--- config.mk ---
export PLATFORM = sky130hd
export DESIGN_NAME = mpfb_seq
export DESIGN_NICKNAME = d
export VERILOG_FILES = /design/src/rtl/mpfb_pkg.sv /design/src/rtl/mpfb_seq.sv
export SDC_FILE = /design/constraint.sdc
export NUM_CORES = 1
export LEC_CHECK = 0
export BUFFER_PORTS_ARGS = -buffer_cell sky130_fd_sc_hd__buf_2
export CAP_MARGIN = 25
export CORE_UTILIZATION = 50
export DETAILED_ROUTE_END_ITERATION = 10
export MAX_ROUTING_LAYER = met4
export PLACE_DENSITY_LB_ADDON = 0.2
export RECOVER_POWER = 50
export SYNTH_ARGS = -nofsm -noshare
export SYNTH_HDL_FRONTEND = slang
export SYNTH_SLANG_ARGS = --single-unit
--- constraint.sdc ---
create_clock -name clk -period 8.8 [get_ports clk]
set_input_delay 0 -clock clk [delete_from_list [all_inputs] [get_ports clk]]
set_output_delay 0 -clock clk [all_outputs]
set_load 0.02 [all_outputs]
--- src/rtl/mpfb_pkg.sv ---
package mpfb_pkg;

	localparam int COLUMNS = 128;
	localparam int PAGES   = 8;
	localparam int ROWS    = 8 * PAGES;
	localparam int DEPTH   = COLUMNS * PAGES;
	localparam int COL_W   = $clog2(COLUMNS);
	localparam int PAGE_W  = (PAGES > 1) ? $clog2(PAGES) : 1;
	localparam int ADDR_W  = $clog2(DEPTH);

	localparam logic [7:0] LAST_COL = 8'(COLUMNS - 1);
	localparam logic [7:0] LAST_ROW = 8'(ROWS - 1);

	typedef enum logic [2:0] {
		FN_DRAW      = 3'd0,
		FN_READ_PIX  = 3'd1,
		FN_FILL      = 3'd2,
		FN_CLEAR     = 3'd3,
		FN_READ_BYTE = 3'd4
	} func_t;

	typedef enum logic [2:0] {
		ST_CLEAR,
		ST_IDLE,
		ST_PIX,
		ST_FRD,
		ST_FWR,
		ST_HOLD
	} state_t;

	typedef struct packed {
		logic       fin;
		logic       pix;
		logic [7:0] gram;
	} rsp_t;

	function automatic logic [ADDR_W-1:0] mem_addr(logic [PAGE_W-1:0] pg,
		logic [COL_W-1:0] col);
		return ADDR_W'(ADDR_W'(pg) * ADDR_W'(COLUMNS)) + ADDR_W'(col);
	endfunction

endpackage

--- src/rtl/mpfb_seq.sv ---
module mpfb_seq (
	input  logic                       clk,
	input  logic                       arst_n,
	input  logic                       req_valid,
	output logic                       req_ready,
	input  logic [2:0]                 func,
	input  logic [7:0]                 pos_x,
	input  logic [7:0]                 pos_y,
	input  logic [7:0]                 end_x,
	input  logic [7:0]                 end_y,
	input  logic                       pixel_on,
	input  logic [2:0]                 page_sel,
	input  logic [6:0]                 column_sel,
	input  logic                       out_free,
	output mpfb_pkg::rsp_t             rsp,
	output logic                       mem_we,
	output logic [mpfb_pkg::ADDR_W-1:0] mem_waddr,
	output logic [7:0]                 mem_wdata,
	output logic [mpfb_pkg::ADDR_W-1:0] mem_raddr,
	input  logic [7:0]                 mem_rdata
);

	mpfb_pkg::state_t state_q, state_d;
	logic init_q;
	logic [mpfb_pkg::ADDR_W-1:0] clr_q;

	logic [2:0] func_q;
	logic [mpfb_pkg::ADDR_W-1:0] addr_q;
	logic [7:0] mask_q;
	logic ok_q;
	logic on_q;
	logic [7:0] fx_q, fx1_q;
	logic [mpfb_pkg::PAGE_W-1:0] fr_q, fr0_q, fr1_q;
	logic [2:0] fy0_q, fy1_q;
	logic res_pix_q;
	logic [7:0] res_gram_q;

	logic accept;
	logic [7:0] ex_c, ey_c;
	logic fill_empty, pix_ok, byte_ok, immediate;
	logic [mpfb_pkg::PAGE_W-1:0] pix_page, fill_page;
	logic [7:0] pix_mask, fill_mask;
	logic [2:0] lo, hi;
	logic [mpfb_pkg::ADDR_W-1:0] port_addr, fill_addr;
	logic clr_done, last_blk, last_col;
	logic fin, res_pix;
	logic [7:0] res_gram;

	function automatic logic [7:0] merge(logic [7:0] d, logic [7:0] m, logic on);
		return on ? (d | m) : (d & ~m);
	endfunction

	assign req_ready = (state_q == mpfb_pkg::ST_IDLE);
	assign accept    = req_valid && req_ready;

	assign ex_c = (end_x > mpfb_pkg::LAST_COL) ? mpfb_pkg::LAST_COL : end_x;
	assign ey_c = (end_y > mpfb_pkg::LAST_ROW) ? mpfb_pkg::LAST_ROW : end_y;
	assign fill_empty = (pos_x > ex_c) || (pos_y > ey_c);
	assign pix_ok  = (int'(pos_x) < mpfb_pkg::COLUMNS) && (int'(pos_y) < mpfb_pkg::ROWS);
	assign byte_ok = (int'(page_sel) < mpfb_pkg::PAGES)
		&& (int'(column_sel) < mpfb_pkg::COLUMNS);

	assign pix_page = mpfb_pkg::PAGE_W'(mpfb_pkg::PAGES - 1) - mpfb_pkg::PAGE_W'(pos_y >> 3);
	assign pix_mask = 8'h80 >> pos_y[2:0];
	assign port_addr = (func == mpfb_pkg::FN_READ_BYTE)
		? mpfb_pkg::mem_addr(mpfb_pkg::PAGE_W'(page_sel), mpfb_pkg::COL_W'(column_sel))
		: mpfb_pkg::mem_addr(pix_page, mpfb_pkg::COL_W'(pos_x));

	// fill walk: one byte per column and page, bits limited at the end pages
	assign fill_page = mpfb_pkg::PAGE_W'(mpfb_pkg::PAGES - 1) - fr_q;
	assign fill_addr = mpfb_pkg::mem_addr(fill_page, mpfb_pkg::COL_W'(fx_q));
	assign lo = (fr_q == fr0_q) ? fy0_q : 3'd0;
	assign hi = (fr_q == fr1_q) ? fy1_q : 3'd7;
	assign fill_mask = (8'hFF >> lo) & (8'hFF << (3'd7 - hi));
	assign last_blk = (fr_q == fr1_q);
	assign last_col = (fx_q == fx1_q);

	assign clr_done = (clr_q == mpfb_pkg::ADDR_W'(mpfb_pkg::DEPTH - 1));
	assign mem_raddr = (state_q == mpfb_pkg::ST_IDLE) ? port_addr : fill_addr;

	always_comb begin
		immediate = 1'b1;
		unique case (func) inside
			mpfb_pkg::FN_DRAW, mpfb_pkg::FN_READ_PIX, mpfb_pkg::FN_READ_BYTE,
			mpfb_pkg::FN_CLEAR: immediate = 1'b0;
			mpfb_pkg::FN_FILL: immediate = fill_empty;
			default: immediate = 1'b1;
		endcase
	end

	// next state
	always_comb begin
		state_d = state_q;
		unique case (state_q)
			mpfb_pkg::ST_CLEAR: begin
				if (clr_done) begin
					state_d = (init_q || out_free) ? mpfb_pkg::ST_IDLE : mpfb_pkg::ST_HOLD;
				end
			end
			mpfb_pkg::ST_IDLE: begin
				if (accept) begin
					unique case (func) inside
						mpfb_pkg::FN_DRAW, mpfb_pkg::FN_READ_PIX,
						mpfb_pkg::FN_READ_BYTE: state_d = mpfb_pkg::ST_PIX;
						mpfb_pkg::FN_CLEAR: state_d = mpfb_pkg::ST_CLEAR;
						mpfb_pkg::FN_FILL: begin
							if (!fill_empty) begin
								state_d = mpfb_pkg::ST_FRD;
							end else if (!out_free) begin
								state_d = mpfb_pkg::ST_HOLD;
							end
						end
						default: begin
							if (!out_free) begin
								state_d = mpfb_pkg::ST_HOLD;
							end
						end
					endcase
				end
			end
			mpfb_pkg::ST_PIX: begin
				state_d = out_free ? mpfb_pkg::ST_IDLE : mpfb_pkg::ST_HOLD;
			end
			mpfb_pkg::ST_FRD: state_d = mpfb_pkg::ST_FWR;
			mpfb_pkg::ST_FWR: begin
				if (last_blk && last_col) begin
					state_d = out_free ? mpfb_pkg::ST_IDLE : mpfb_pkg::ST_HOLD;
				end else begin
					state_d = mpfb_pkg::ST_FRD;
				end
			end
			mpfb_pkg::ST_HOLD: begin
				if (out_free) begin
					state_d = mpfb_pkg::ST_IDLE;
				end
			end
			default: state_d = mpfb_pkg::ST_IDLE;
		endcase
	end

	// outputs
	always_comb begin
		mem_we    = 1'b0;
		mem_waddr = fill_addr;
		mem_wdata = merge(mem_rdata, fill_mask, on_q);
		fin       = 1'b0;
		res_pix   = 1'b0;
		res_gram  = 8'h00;
		unique case (state_q)
			mpfb_pkg::ST_CLEAR: begin
				mem_we    = 1'b1;
				mem_waddr = clr_q;
				mem_wdata = 8'h00;
				fin       = clr_done && !init_q;
			end
			mpfb_pkg::ST_IDLE: fin = accept && immediate;
			mpfb_pkg::ST_PIX: begin
				mem_waddr = addr_q;
				mem_wdata = merge(mem_rdata, mask_q, on_q);
				mem_we    = (func_q == mpfb_pkg::FN_DRAW) && ok_q;
				fin       = 1'b1;
				res_pix   = (func_q == mpfb_pkg::FN_READ_PIX) && ok_q && |(mem_rdata & mask_q);
				res_gram  = ((func_q == mpfb_pkg::FN_READ_BYTE) && ok_q) ? mem_rdata : 8'h00;
			end
			mpfb_pkg::ST_FRD: fin = 1'b0;
			mpfb_pkg::ST_FWR: begin
				mem_we = 1'b1;
				fin    = last_blk && last_col;
			end
			mpfb_pkg::ST_HOLD: begin
				fin      = 1'b1;
				res_pix  = res_pix_q;
				res_gram = res_gram_q;
			end
			default: fin = 1'b0;
		endcase
	end

	assign rsp.fin  = fin;
	assign rsp.pix  = res_pix;
	assign rsp.gram = res_gram;

	always_ff @(posedge clk or negedge arst_n) begin
		if (!arst_n) begin
			state_q <= mpfb_pkg::ST_CLEAR;
			init_q  <= 1'b1;
			clr_q   <= '0;
		end else begin
			state_q <= state_d;
			if (state_q == mpfb_pkg::ST_CLEAR) begin
				if (clr_done) begin
					clr_q  <= '0;
					init_q <= 1'b0;
				end else begin
					clr_q <= clr_q + 1'b1;
				end
			end
		end
	end

	always_ff @(posedge clk) begin
		if (accept) begin
			func_q <= func;
			on_q   <= pixel_on;
			addr_q <= port_addr;
			mask_q <= pix_mask;
			ok_q   <= (func == mpfb_pkg::FN_READ_BYTE) ? byte_ok : pix_ok;
			fx_q   <= pos_x;
			fx1_q  <= ex_c;
			fr_q   <= mpfb_pkg::PAGE_W'(pos_y >> 3);
			fr0_q  <= mpfb_pkg::PAGE_W'(pos_y >> 3);
			fr1_q  <= mpfb_pkg::PAGE_W'(ey_c >> 3);
			fy0_q  <= pos_y[2:0];
			fy1_q  <= ey_c[2:0];
		end else if (state_q == mpfb_pkg::ST_FWR) begin
			if (last_blk) begin
				fr_q <= fr0_q;
				fx_q <= fx_q + 8'd1;
			end else begin
				fr_q <= fr_q + 1'b1;
			end
		end
		if (fin && !out_free) begin
			res_pix_q  <= res_pix;
			res_gram_q <= res_gram;
		end
	end

	a_init_blocks: assert property (@(posedge clk) disable iff (!arst_n)
		init_q |-> !req_ready)
		else $error("item taken during power-up clear");

	a_pix_after_accept: assert property (@(posedge clk) disable iff (!arst_n)
		(state_q == mpfb_pkg::ST_PIX) |-> $past(accept))
		else $error("pixel access without item");

	a_rmw_same_addr: assert property (@(posedge clk) disable iff (!arst_n)
		(state_q == mpfb_pkg::ST_FWR) |-> (mem_waddr == $past(mem_raddr)))
		else $error("fill write address differs from read");

	a_walk_bounds: assert property (@(posedge clk) disable iff (!arst_n)
		(state_q == mpfb_pkg::ST_FRD) |-> (fx_q <= fx1_q) && (fr_q >= fr0_q)
			&& (fr_q <= fr1_q))
		else $error("fill walk out of rectangle");

endmodule

==> metrics.cfg <==
[critical_path]
r2r_cells = 4
startpoint_type = flop
endpoint_kind = flop
cp.required_ps = 8770
r2r-end = res_gram_q[5]
reg2reg_from = state_q[2]
crit_family = simple AND/OR/NAND/NOR gates
critPathSlowestCell = nor2_1
crit_path_start = state_q[2]
critPathBufInv = 0
slowest_delay_ps = 1290
cp-endpoint = res_gram_q[5]
crit_chain = nor2_1 > nand2_1 > o311a_1 > a31oi_1
critPathMaxFanout = 26
critPathArrivalTime_ps = 3760
timing.reg2reg.setup_slack_ps = 5010
critPathKind = flop to flop
path_depth = 4

[placement]
port_buffers = 97
place_ws_ps = 5641
hpwl_um = 8392
routabilityCongestion = 0.9806

[floorplanning]
fp.dieArea_um2 = 9748
die-width_um = 98.73
rows = 34
ios = 98
core_area_um2 = 8891
dieHeight_um = 98.73
initial_utilization = 0.5262

[cts]
cts.sinks = 77
clockBufferDepth = 2
cts_setup_buffers = 0
cts_hold_buf = 44
cts_root_buf = clkbuf_8
cts_tree = built
clkLatencyLatePin_ps = 350
post_cts_resized = 0
h-tree-depth = 3
cts_buffers = 9
clk_pin_slew_worst_paths_ps = 80

[power_and_ir_drop]
p_int_mw = 0.9547
p_switching_mw = 0.6968
peakVddDrop_v = 0.0001157
clockPowerShare = 0.158
leakagePower_nw = 2.358
p_sw_frac = 0.4219
p_comb_frac = 0.452
power_frac_seq = 0.391
powerDensity_nw_per_um2 = 282.9

[outcome]
violations = max-capacitance violations, max-slew violations
outcome = finished with violations

[sta]
finalMaxSlewViolations = 43
worst_slew_pin_slew_ps = 1954
finalSetupTns_ps = 0
layout_worst_path_cycle_share = 0.4305
hold_violations = 0
worst_slack_ps = 5011
setup_violations = 0
worst_clock_skew_ps = 14.09
fmax_mhz = 263.9
slew_headroom = -0.3057
fin_crit_ps = 3789
grt_setup_unrepaired = no

[drt]
drc_errors = 0
routed_wl_um = 11640
vias_per_cell = 5.630
ant_nets = 0
wire_per_inst_um = 16.77
drtIter0Drc = 258
firstDrtPassIters = 4
num_vias = 3907

[synth]
yosys_warnings = 0
synth_top_cell_by_area = edfxtp_1
synth_compound_area_frac = 0.1244
synthAdderAreaFrac = 0.05082
netlist-cell-type-count = 51
synth.area.mux_share = 0.1097
synth-simple-area-share = 0.1436
synth_area_leaders = edfxtp_1, dfrtp_1, mux2i_1, ha_1, mux2_2
synth_top_family_by_area = simple AND/OR/NAND/NOR gates
yosysSeqAreaShare = 0.4795
postSynthCellCount = 444
ys_ff_latch = 77
synth_xor_area_frac = 0.05215
ys.flop_type = edfxtp_1
postSynth.asyncResetShare = 0.1818
synthesis.area_um2 = 4678
synth_top_area_share = 0.4044
synth_edf_count = 63
syn_area_per_cell_um2 = 10.54

[finish]
layout_common_cells = buf_2, edfxtp_1, dlygate4sd3_1, nor2_1, nand2_1
multi_input_area_um2 = 2256
drive_gt1_frac = 0.2048
area_growth_pct = 24.77
antenna_cells = 0
fillCellCount = 720
layout_commonest_cell = buf_2
nets = 659
seq_area_um2 = 2243

[min_path]
min_path_type = primary input to flop

[global_route]
antenna_found_initial = 0
grt_pass1_wl_um = 18720
grt_max_degree = 42
grt_usage = 0.2595
overflow = 0
grt_pass1_vias = 3816

[flow_run]
cap_violations = 2

worst reg2reg max path, stage by stage (launching register included):
cell,delay [ps]
dfrtp_1,520
nor2_1,1290
nand2_1,580
o311a_1,260
a31oi_1,760
cells in the mapped netlist, types with 5 or more instances:
cell type and number:
nor2_1 34, mux2i_1 31, inv_1 22, ha_1 19, xor2_1 9, nand4_1 9, xnor2_1 17, clkbuf_1 7
nor3_1 7, buf_2 8, nand3_1 9, o22ai_1 10, o21ai_0 25, a22o_1 9, mux2_2 18, edfxtp_1 63
a21oi_1 29, and3_1 5, or3_1 8, dfrtp_1 13, nand2_1 35, or2_2 9
registers in the layout, summed over array words and instances (netlist names), 3 cells and up:
| signal | flops |
|---|---|
| mask_q | 8 |
| fx1_q | 8 |
| clr_q | 10 |
| state_q | 3 |
| fr0_q | 3 |
| res_gram_q | 8 |
| fx_q | 8 |
| fr_q | 3 |
| func_q | 3 |
| fr1_q | 3 |
| fy1_q | 3 |
| fy0_q | 3 |
| addr_q | 10 |
cell type report:
| class | count | share of cell area |
|---|---|---|
| tap | 108 | 0.02315 |
| clock inverter | 6 | 0.01115 |
| inverter | 22 | 0.01415 |
| clock buffer | 9 | 0.02122 |
| timing repair buffer | 144 | 0.1595 |
| sequential | 77 | 0.3844 |
| multi-input combinational | 328 | 0.3865 |
per-stage QoR:
stage / utilization / total power [mW] / instance area [µm²] / hold slack (ps) / instances
after floorplan: - / 1.166 / 4686 / -295.6 / 446
after global placement: 0.5877 / 1.364 / 5225 / -88.72 / 634
after detailed placement: 0.5899 / 1.388 / 5245 / -85.77 / 635
after CTS: 0.6607 / 1.663 / 5874 / 0.6938 / 694
after global routing: 0.6565 / 1.754 / 5837 / 13.25 / 694
final: 0.6565 / 1.652 / 5837 / 16.02 / 694
kinds of logic after synthesis:
| kind of cell | Yosys count |
|---|---|
| other | 2 |
| multiplexers | 49 |
| AO/OA/AOI/OAI | 95 |
| AND/OR/NAND/NOR | 134 |
| flip-flops | 77 |
| XOR/XNOR | 27 |
| adder cells (fa/ha/maj) | 19 |
| buffers and inverters | 41 |
worst min path at each step:
stage,endpoint,cells past startpoint,startpoint,slack [ps]
floorplan,clr_q[0],0,arst_n,-300
CTS,fx1_q[1],2,end_x[7],0.7
global placement,clr_q[4],1,arst_n,-90
global route,res_gram_q[2],2,mem_rdata[2],10
finish,fx_q[5],3,pos_x[5],20
detailed placement,clr_q[4],1,arst_n,-90
power groups by stage:
stage / Clock, mW / Sequential, mW / Combinational [mW]
final: 0.260 / 0.645 / 0.746
after global routing: 0.278 / 0.660 / 0.815
after CTS: 0.263 / 0.643 / 0.757
after detailed placement: 0 / 0.649 / 0.739
after global placement: 0 / 0.648 / 0.717
after floorplan: 0 / 0.594 / 0.573
per-layer routing:
metal	up-vias	part of all wire	global-route usage
met5	-	0	-
met4	0	0.024	0.08496
met3	25	0.057	0.06809
met2	137	0.48	0.4122
met1	1843	0.44	0.3244
li1	1902	-	-
Power figures use the tool's default switching activity.
